==> src/rtl/pps_pkg.sv <==
// shared types, codes and helpers for the panel power sequencer
package pps_pkg;

  // width of the sleep / await counter
  localparam int unsigned DELAY_BITS = 16;
  // width of the delay field carried by a command
  localparam int unsigned DELAY_IN_W = 16;
  // wide enough to compare an incoming delay against the counter limit
  localparam int unsigned DELAY_WIDE = (DELAY_BITS > DELAY_IN_W) ? DELAY_BITS : DELAY_IN_W;
  localparam logic [DELAY_BITS-1:0] DELAY_MAX = '1;

  typedef logic [DELAY_BITS-1:0] delay_t;

  typedef enum logic [1:0] {
    OP_CMD   = 2'd0,
    OP_TICK  = 2'd1,
    OP_START = 2'd2,
    OP_RSVD  = 2'd3
  } op_e;

  typedef enum logic [2:0] {
    CMD_EXIT     = 3'd0,
    CMD_SET_PIN  = 3'd1,
    CMD_POWER_ON = 3'd2,
    CMD_AWAIT    = 3'd3,
    CMD_UNKNOWN  = 3'd4
  } cmd_kind_e;

  typedef enum logic [1:0] {
    PH_IDLE  = 2'd0,
    PH_SLEEP = 2'd1,
    PH_AWAIT = 2'd2,
    PH_DONE  = 2'd3
  } phase_e;

  typedef struct packed {
    phase_e phase;
    delay_t ticks_left;
    logic   awaited_level;
  } seq_state_t;

  typedef struct packed {
    op_e                   op;
    cmd_kind_e             cmd_kind;
    logic [7:0]            pin_index;
    logic                  pin_value;
    logic [DELAY_IN_W-1:0] delay_ms;
    logic                  pin_level;
  } in_item_t;

  typedef struct packed {
    logic drive_strobe;
    logic drive_level;
    logic make_input;
    logic power_pulse;
    logic busy_res;
    logic finished;
    logic timed_out;
    logic rejected;
  } out_item_t;

  // saturate an incoming delay to what the counter holds
  function automatic delay_t clamp_delay(logic [DELAY_IN_W-1:0] d);
    logic [DELAY_WIDE-1:0] wide;
    wide = DELAY_WIDE'(d);
    if (wide > DELAY_WIDE'(DELAY_MAX)) begin
      return DELAY_MAX;
    end
    return DELAY_BITS'(wide);
  endfunction

endpackage

==> src/rtl/pps_if.sv <==
// handshake channel interfaces for command input and result output
interface pps_in_if;
  import pps_pkg::*;
  logic                  valid;
  logic                  ready;
  logic [1:0]            op;
  logic [2:0]            cmd_kind;
  logic [7:0]            pin_index;
  logic                  pin_value;
  logic [DELAY_IN_W-1:0] delay_ms;
  logic                  pin_level;

  modport source (output valid, op, cmd_kind, pin_index, pin_value, delay_ms, pin_level,
                  input ready);
  modport sink   (input valid, op, cmd_kind, pin_index, pin_value, delay_ms, pin_level,
                  output ready);
endinterface

interface pps_out_if;
  logic valid;
  logic ready;
  logic drive_strobe;
  logic drive_level;
  logic make_input;
  logic power_pulse;
  logic busy_res;
  logic finished;
  logic timed_out;
  logic rejected;

  modport source (output valid, drive_strobe, drive_level, make_input, power_pulse,
                  busy_res, finished, timed_out, rejected,
                  input ready);
  modport sink   (input valid, drive_strobe, drive_level, make_input, power_pulse,
                  busy_res, finished, timed_out, rejected,
                  output ready);
endinterface

==> src/rtl/pps_step.sv <==
// sequencer next-state and result logic for one registered item
module pps_step
  import pps_pkg::*;
(
  input  in_item_t   item_i,
  input  seq_state_t state_i,
  output seq_state_t state_o,
  output out_item_t  result_o
);

  delay_t dly;
  logic   pin0;

  assign dly  = clamp_delay(item_i.delay_ms);
  assign pin0 = (item_i.pin_index == 8'd0);

  // next state
  always_comb begin
    state_o = state_i;
    case (item_i.op)
      OP_START: begin
        state_o.phase      = PH_IDLE;
        state_o.ticks_left = '0;
      end
      OP_TICK: begin
        case (state_i.phase)
          PH_SLEEP: begin
            if (state_i.ticks_left > 1) begin
              state_o.ticks_left = state_i.ticks_left - 1'b1;
            end else begin
              state_o.ticks_left = '0;
              state_o.phase      = PH_IDLE;
            end
          end
          PH_AWAIT: begin
            if (state_i.ticks_left == '0) begin
              state_o.phase = PH_IDLE;
            end else if (item_i.pin_level == state_i.awaited_level) begin
              state_o.phase      = PH_IDLE;
              state_o.ticks_left = '0;
            end else begin
              state_o.ticks_left = state_i.ticks_left - 1'b1;
            end
          end
          default: ;
        endcase
      end
      OP_CMD: begin
        if (state_i.phase == PH_IDLE) begin
          case (item_i.cmd_kind)
            CMD_EXIT: begin
              state_o.phase      = PH_DONE;
              state_o.ticks_left = '0;
            end
            CMD_AWAIT: begin
              if (pin0) begin
                state_o.awaited_level = item_i.pin_value;
                if (dly != '0 && item_i.pin_level != item_i.pin_value) begin
                  state_o.ticks_left = dly - 1'b1;
                  state_o.phase      = PH_AWAIT;
                end
              end
            end
            default: begin
              // set pin, power-on and unknown kinds all sleep their delay
              if (dly != '0) begin
                state_o.ticks_left = dly;
                state_o.phase      = PH_SLEEP;
              end
            end
          endcase
        end
      end
      default: ;
    endcase
  end

  // result fields
  always_comb begin
    result_o = '0;
    case (item_i.op)
      OP_TICK: begin
        result_o.timed_out = (state_i.phase == PH_AWAIT) && (state_i.ticks_left == '0);
      end
      OP_CMD: begin
        if (state_i.phase != PH_IDLE) begin
          result_o.rejected = 1'b1;
        end else begin
          case (item_i.cmd_kind)
            CMD_SET_PIN: begin
              result_o.drive_strobe = pin0;
              result_o.drive_level  = pin0 & item_i.pin_value;
            end
            CMD_POWER_ON: result_o.power_pulse = 1'b1;
            CMD_AWAIT: begin
              result_o.make_input = pin0;
              result_o.timed_out  = pin0 && (dly == '0);
            end
            default: ;
          endcase
        end
      end
      default: ;
    endcase
    result_o.busy_res = (state_o.phase == PH_SLEEP) || (state_o.phase == PH_AWAIT);
    result_o.finished = (state_o.phase == PH_DONE);
  end

endmodule

==> src/rtl/panel_power_sequencer.sv <==
// top level of the panel power sequencer
// The sequencer runs a display panel's power command list, one command per
// transaction on the input channel, alongside millisecond tick and start
// transactions. Every input transaction gives exactly one result transaction.
// A new transaction is taken every clock cycle while the output channel
// takes results. Each result passes two registers: the input register
// loads when its transaction is accepted, and the result register loads
// from it once the result register is free or draining. The whole command
// decode and counter update for one transaction sits between those two
// registers, so the sequencer state is updated as the result is registered
// and the next transaction sees it at once. The input register keeps
// accepting while a finished result waits on a stalled output, until both
// registers are full. Delays are counted in tick transactions; a delay that
// does not fit the counter is saturated.
module panel_power_sequencer
  import pps_pkg::*;
(
  input  logic      clk_i,
  input  logic      rst_ni,
  pps_in_if.sink    in_i,
  pps_out_if.source out_o
);

  // input register
  logic       in_valid_q;
  in_item_t   in_q;

  // sequencer state
  seq_state_t state_q;
  seq_state_t state_d;

  // result register
  logic       out_valid_q;
  out_item_t  out_q;
  out_item_t  result;

  logic       advance;

  // move the held item forward when the result register is free or draining
  assign advance    = in_valid_q && (!out_valid_q || out_o.ready);
  assign in_i.ready = !in_valid_q || advance;

  pps_step u_step (
    .item_i   (in_q),
    .state_i  (state_q),
    .state_o  (state_d),
    .result_o (result)
  );

  // input stage: valid bit under reset, payload plain
  always_ff @(posedge clk_i or negedge rst_ni) begin
    if (!rst_ni) begin
      in_valid_q <= 1'b0;
    end else if (in_i.ready) begin
      in_valid_q <= in_i.valid;
    end
  end

  always_ff @(posedge clk_i) begin
    if (in_i.ready && in_i.valid) begin
      in_q.op        <= op_e'(in_i.op);
      in_q.cmd_kind  <= cmd_kind_e'(in_i.cmd_kind);
      in_q.pin_index <= in_i.pin_index;
      in_q.pin_value <= in_i.pin_value;
      in_q.delay_ms  <= in_i.delay_ms;
      in_q.pin_level <= in_i.pin_level;
    end
  end

  // sequencer state updates only when its transaction's result is captured
  always_ff @(posedge clk_i or negedge rst_ni) begin
    if (!rst_ni) begin
      state_q.phase         <= PH_IDLE;
      state_q.ticks_left    <= '0;
      state_q.awaited_level <= 1'b0;
    end else if (advance) begin
      state_q <= state_d;
    end
  end

  // result stage
  always_ff @(posedge clk_i or negedge rst_ni) begin
    if (!rst_ni) begin
      out_valid_q <= 1'b0;
    end else if (advance) begin
      out_valid_q <= 1'b1;
    end else if (out_o.ready) begin
      out_valid_q <= 1'b0;
    end
  end

  always_ff @(posedge clk_i) begin
    if (advance) begin
      out_q <= result;
    end
  end

  assign out_o.valid        = out_valid_q;
  assign out_o.drive_strobe = out_q.drive_strobe;
  assign out_o.drive_level  = out_q.drive_level;
  assign out_o.make_input   = out_q.make_input;
  assign out_o.power_pulse  = out_q.power_pulse;
  assign out_o.busy_res     = out_q.busy_res;
  assign out_o.finished     = out_q.finished;
  assign out_o.timed_out    = out_q.timed_out;
  assign out_o.rejected     = out_q.rejected;

endmodule

==> src/flat_wrapper.sv <==
// flat-port wrapper written by rule: the top's interface ports become plain ports
module panel_power_sequencer_flat import pps_pkg::*;
  (clk_i, rst_ni, in_i_valid, in_i_op, in_i_cmd_kind, in_i_pin_index, in_i_pin_value, in_i_delay_ms, in_i_pin_level, in_i_ready, out_o_valid, out_o_drive_strobe, out_o_drive_level, out_o_make_input, out_o_power_pulse, out_o_busy_res, out_o_finished, out_o_timed_out, out_o_rejected, out_o_ready);
  pps_in_if in_i_i ();
  pps_out_if out_o_i ();
  input  logic clk_i;
  input  logic rst_ni;
  input wire logic [$bits(in_i_i.valid)-1:0] in_i_valid;
  input wire logic [$bits(in_i_i.op)-1:0] in_i_op;
  input wire logic [$bits(in_i_i.cmd_kind)-1:0] in_i_cmd_kind;
  input wire logic [$bits(in_i_i.pin_index)-1:0] in_i_pin_index;
  input wire logic [$bits(in_i_i.pin_value)-1:0] in_i_pin_value;
  input wire logic [$bits(in_i_i.delay_ms)-1:0] in_i_delay_ms;
  input wire logic [$bits(in_i_i.pin_level)-1:0] in_i_pin_level;
  output wire logic [$bits(in_i_i.ready)-1:0] in_i_ready;
  output wire logic [$bits(out_o_i.valid)-1:0] out_o_valid;
  output wire logic [$bits(out_o_i.drive_strobe)-1:0] out_o_drive_strobe;
  output wire logic [$bits(out_o_i.drive_level)-1:0] out_o_drive_level;
  output wire logic [$bits(out_o_i.make_input)-1:0] out_o_make_input;
  output wire logic [$bits(out_o_i.power_pulse)-1:0] out_o_power_pulse;
  output wire logic [$bits(out_o_i.busy_res)-1:0] out_o_busy_res;
  output wire logic [$bits(out_o_i.finished)-1:0] out_o_finished;
  output wire logic [$bits(out_o_i.timed_out)-1:0] out_o_timed_out;
  output wire logic [$bits(out_o_i.rejected)-1:0] out_o_rejected;
  input wire logic [$bits(out_o_i.ready)-1:0] out_o_ready;
  assign in_i_i.valid = in_i_valid;
  assign in_i_i.op = in_i_op;
  assign in_i_i.cmd_kind = in_i_cmd_kind;
  assign in_i_i.pin_index = in_i_pin_index;
  assign in_i_i.pin_value = in_i_pin_value;
  assign in_i_i.delay_ms = in_i_delay_ms;
  assign in_i_i.pin_level = in_i_pin_level;
  assign in_i_ready = in_i_i.ready;
  assign out_o_valid = out_o_i.valid;
  assign out_o_drive_strobe = out_o_i.drive_strobe;
  assign out_o_drive_level = out_o_i.drive_level;
  assign out_o_make_input = out_o_i.make_input;
  assign out_o_power_pulse = out_o_i.power_pulse;
  assign out_o_busy_res = out_o_i.busy_res;
  assign out_o_finished = out_o_i.finished;
  assign out_o_timed_out = out_o_i.timed_out;
  assign out_o_rejected = out_o_i.rejected;
  assign out_o_i.ready = out_o_ready;
  panel_power_sequencer u_core (.clk_i(clk_i), .rst_ni(rst_ni), .in_i(in_i_i), .out_o(out_o_i));
endmodule
==> config.mk <==
export PLATFORM = sky130hd
export DESIGN_NAME = panel_power_sequencer_flat
export DESIGN_NICKNAME = d
export VERILOG_FILES = /design/src/rtl/pps_pkg.sv /design/src/rtl/pps_if.sv /design/src/rtl/pps_step.sv /design/src/rtl/panel_power_sequencer.sv /design/src/flat_wrapper.sv
export SDC_FILE = /design/constraint.sdc
export NUM_CORES = 1
export LEC_CHECK = 0
export BUFFER_PORTS_ARGS = -buffer_cell sky130_fd_sc_hd__buf_2
export CORE_UTILIZATION = 25
export CTS_CLUSTER_SIZE = 8
export DETAILED_ROUTE_END_ITERATION = 6
export PLACE_DENSITY = 0.5
export SETUP_SLACK_MARGIN = 0.02
export SYNTH_ARGS = -nofsm -noshare
export SYNTH_HDL_FRONTEND = slang
export SYNTH_HIERARCHICAL = 1
export SYNTH_SLANG_ARGS = --single-unit
==> constraint.sdc <==
create_clock -name clk_i -period 2.87 [get_ports clk_i]
set_input_delay 0.1435 -clock clk_i [delete_from_list [all_inputs] [get_ports clk_i]]
set_output_delay 0.1435 -clock clk_i [all_outputs]
set_load 0.02 [all_outputs]
Yosys cells after proc, flatten, opt, wreduce, memory -nomap -nowiden. Cells that the tools add are included. Widths: inputs -> output; s select.

Output and inout bits: 10. Input bits: 35. Flip-flop bits (word level): 60. Word-level logic and storage cells: 94.

Equal/unequal tests: 18. Add/subtract/negate cells: 2. Mux-type cells: 24. Bitwise logic cells: 4. Reductions and logical operators: 25. Order comparisons: 2.

Operators with widths (number): $mux 16 (5); $pmux 18 s2 (2); $pmux 18 s3 (1); $mux 19 (2); $mux 18 (2); $logic_not 16->1 (2); $sub 16x1->16 const B (2); $gt 16x1->1 const B (1); $gt 16x16->1 const B (1); $reduce_bool 16->1 (1); $ne 3x3->1 const B (3); $eq 2x2->1 const B (4); $logic_not 8->1 (1); $mux 1 (8); $reduce_and 8->1 (1); $eq 2x1->1 const B (3); $eq 3x2->1 const B (2); $mux 2 (3); $reduce_or 3->1 (2); $logic_and 1x1->1 (5); $reduce_and 5->1 (1); $logic_not 2->1 (2); $ne 4x2->1 const B (1); $reduce_bool 2->1 (2); other kinds (13) (18).

Logic depth before layout (Yosys ltp).
Depth in word-level cells: 12. Depth in mapped cells: 11. Gate-level depth less buffers: 9.

Hierarchy. The synthesis kept the hierarchy.

By module, submodules not included: panel_power_sequencer (times used 1, cells an instance 88, area an instance 2048.2 sq um); pps_step (times used 1, cells an instance 278, area an instance 1859.3 sq um).

Worst setup path after synthesis. Ideal clock, no wire load.

Kind: reg2reg. Start: register u_core/state_q[5] in the netlist's numbering. End: register u_core/state_q[12] in the netlist's numbering. Library setup time: 0.125 ns. Data required time: 2.745 ns. Clock period less this slack: 2.451 ns. Arrival: 2.326 ns. Stages on the path, launching flop included: 9. Slack: 0.419 ns. Path through: dfrtp_1 -> buf_6 -> or4_4 -> or2_4 -> or4_4 -> xnor2_2 -> a22oi_2 -> o21ai_2 -> mux2_4.

RTL lines: start, declared (line panel_power_sequencer.sv:29) `seq_state_t state_q;`; start signal, assigned (line panel_power_sequencer.sv:77) `state_q <= state_d;`.

==> metrics.md <==
| Metric | Value |
|---|---|
| Synth Warn # | 6 |
| Hold Slack | 0.0249 ns |
| Share of layout cells above drive strength 1 | a little over a quarter |
| Full die area | roughly 16,000 sq um |
| First-pass GRT wire length | around 17,000 um |
| Number of synthesized flops with an enable pin | 39 |
| Routed len/inst | 16.3 um |
| Netlist cell types | 71 |
| Iter 0 DRT Violations | 256 |
| WS Path Type | reg -> reg |
| Slowest stage delay, CP | roughly 0.52 ns |
| Post-Syn Instances | between 300 and 400 |
| Pwr dens | around 750 nW/um^2 |
| Clk_skew | 0.0129 ns |
| Worst EP required | 3.09 ns |
| CP cell instances | nor4_1 -> nand4_1 -> o211ai_2 -> buf_4 -> o211ai_1 -> a221o_1 -> mux2_4 |
| Max cap viols | 0 |
| Clock Path Buffers | 2 |
| Fin. max-slew vios | 0 |
| Reg2Reg Setup Slack | ~0.20 ns |
| Maximum vdd drop | 321 uV |
| Primary FF master, synth | edfxtp_1 |
| Worst path top cell family by delay | compound AO/OA/AOI/OAI gates |
| Gr usage total | approximately 14% |
| HPWL after DPL | roughly 7600 um |
| Synth Net Count | 410 |
| First-pass iteration count of the detailed router | 5 |
| Area growth, synth to finish | 29.3% |
| Rel. slew slack | about 61% |
| Clk root buf | clkbuf_16 |
| Worst hold start | in_i_valid |
| Routability cong. | 0.832 |
| # rows | 45 |
| Post-DRT Antenna Nets | 0 |
| Largest net degree at the start of global routing | 32 |
| Tmin final | ~2.7 ns |
| Leak pwr | around 2 nW |
| RSZ-0062 raised after global routing | false |
| H-tree levels | 3 |
| Fin crit share | just over 90% |
| Fmax | 374 MHz |
| CTS clk-pin slew, worst paths | about 0.060 ns |
| Worst Path Max Fanout | 10 |
| Core region area | 15,200 sq um |
| Vias/cell | about 5 |
| CP max stage cell | o211ai_2 |
| GR Overflow Total | 0 |
| Hold Path Depth | 2 |
| Final wirelength | 10,600 um |
| Initial antenna violation count | 0 |
| CP Buf/Inv Count | 1 |
| Ports | 45 |
| Worst path depth | 7 |
| Hold Crit Class | in -> reg |
| DRC Markers | 0 |
| Crit. End Element | register |
| Yosys reg bits | 60 |
| Width of the die | 127 um |
| Starting Density | about a quarter |
| Final setup viols | 0 |
| Total number of vias | approximately 3,200 |
| Worst slew pin tran | ~0.6 ns |
| Reg2Reg Depth | 7 |
| Synthesized area per cell | 10.7 sq um |
| Sink Count | 60 |
| Origin of the critical flop-to-flop path | u_core/state_q[3] |
| CTS tree | built |
| Status | complete, no violations |
| Hold Path End | u_core/in_valid_q |
| Setup_tns | 0 ns |
| IO Port Bufs | 44 |
| Critical Path Start Type | register |
| CTS Buf Count | 9 |
| Post-synth ARST share | 35.0% |
| Die H | 127 um |
| Worst skew pair latency | approximately 0.34 ns |
| R2r endpoint | u_core/state_q[6] |
| Fin nets | between 500 and 600 |
| N_diodes | 0 |
| Seq/Total Area, Yosys | between 40% and 50% |
| Vias in the first global route | 3,199 |
| Fillers | between 1,500 and 2,000 |
| Final hold violations | 0 |
| Critical Path AT | between 2 and 3 ns |
| Area of the mapped netlist | 3910 sq um |
==> per-stage QoR <==
stage          instance area (sq um)  utilization (%)  instances  power, mW  setup WS [ns]
5_1_grt                         5050             33.2        652       4.03         0.0534
3_5_place_dp                    4400             29.0        604       2.58          0.144
3_3_place_gp                    4400             29.0        604       2.57          0.186
2_1_floorplan                   3910                -        366       2.23          0.419
6_report                        5050             33.2        652       3.81          0.198
4_1_cts                         5040             33.2        652       3.82          0.129
==> timing repair <==
action	CTS	global route
setup endpoints to repair	0	3
hold buffers	32	0
hold endpoints to repair	52	0
setup buffers	0	0
resized for setup	0	3
==> placed cells by master (no fill, tap or decap), types with 3 or more instances in the layout <==
cell type	n
buf_2	44
edfxtp_1	39
dlygate4sd3_1	32
nand2_1	30
nor2_1	27
buf_4	23
dfrtp_1	21
o21ai_0	20
mux2_4	19
inv_1	14
a21oi_1	14
xnor2_1	12
nand3_1	10
clkbuf_16	9
xor2_1	9
ha_1	9
nor3_1	8
nand2b_1	7
nor4_1	6
o211ai_1	6
nand3b_1	5
o22ai_1	5
nand4_1	4
nor3b_1	4
or4_4	4
a221o_1	4
o221ai_1	4
mux2i_1	4
nor4_2	3
or4_1	3
a31oi_1	3
o2111ai_1	3
a41oi_1	3
==> Yosys cell counts, types with 3 or more instances <==
cell,number,area share (%)
edfxtp_1,39,30
nand2_1,30,2.9
nor2_1,27,2.6
dfrtp_1,21,13
o21ai_0,20,2.6
mux2_4,19,7.3
a21oi_1,14,1.8
inv_1,14,1.3
xnor2_1,12,2.7
nand3_1,10,1.3
ha_1,9,2.9
xor2_1,9,2.0
nor3_1,8,1.0
buf_6,7,2.0
clkbuf_1,7,0.67
nand2b_1,7,1.1
nor4_1,6,0.96
o211ai_1,6,1.2
nand3b_1,5,0.96
o22ai_1,5,0.80
a221o_1,4,1.0
mux2i_1,4,1.0
nand4_1,4,0.64
nor3b_1,4,0.77
o221ai_1,4,0.90
or4_4,4,1.2
a31oi_1,3,0.48
a41oi_1,3,0.67
and2_1,3,0.48
nor4_2,3,0.96
o2111ai_1,3,0.67
or4_1,3,0.58
==> worst register-to-register path: stages (launching register included) <==
cell      delay, ns
dfrtp_1        0.48
nor4_1         0.41
nand4_1        0.19
o211ai_2       0.52
buf_4          0.25
o211ai_1       0.12
a221o_1        0.31
mux2_4         0.26
==> final cells by class <==
class,instances,area (sq um),share of cell area [%]
Multi-Input combinational cell,274,2030,40.2
Sequential cell,60,1700,33.6
Clock inverter,4,72.6,1.44
Clock buffer,12,246,4.88
Inverter,15,56.3,1.11
Tap cell,188,235,4.66
Timing Repair Buffer,99,713,14.1
==> worst max-delay path by stage <==
stage                      startpoint                     to  slack, ns
detailed placement    u_core/in_q[23]  u_core/out_o.busy_res       0.14
floorplan           u_core/state_q[5]     u_core/state_q[12]       0.42
global placement      u_core/in_q[23]  u_core/out_o.busy_res       0.19
finish              u_core/state_q[3]      u_core/state_q[6]       0.20
CTS                   u_core/in_q[23]  u_core/out_o.busy_res       0.13
global route        u_core/state_q[3]      u_core/state_q[6]       0.05
==> cells by family after synthesis <==
family / Yosys count / share of synthesized area (%)
compound gates: 87 / 15.6
xor+xnor: 22 / 5.12
fa+ha+maj: 9 / 2.88
buf+inv: 32 / 4.87
flops: 60 / 43.4
mux: 24 / 8.61
simple gates: 132 / 19.5
==> report_power, final <==
| group | total (mW) | internal (mW) | switching (mW) |
|---|---|---|---|
| logic | 1.39 | 0.677 | 0.713 |
| registers | 1.24 | 1.06 | 0.180 |
| clock network | 1.18 | 0.782 | 0.396 |
| total | 3.81 | 2.52 | 1.29 |
==> registers in the layout, indices dropped and copies added (netlist names) <==
register,cells
u_core/in_q,31
u_core/state_q,19
u_core/in_valid_q,1
u_core/out_o.busy_res,1
u_core/out_o.drive_level,1
u_core/out_o.drive_strobe,1
u_core/out_o.finished,1
u_core/out_o.make_input,1
u_core/out_o.power_pulse,1
u_core/out_o.rejected,1
u_core/out_o.timed_out,1
u_core/out_o.valid,1
==> per-layer routing <==
layer	up-vias	part of all wire [%]	global-route usage [%]
met2	107	46	22.0
met5	-	0	0
met3	15	4.8	3.43
li1	1574	-	-
met1	1536	47	18.3
met4	0	2.3	6.79
(Power assumes the default switching activity.)
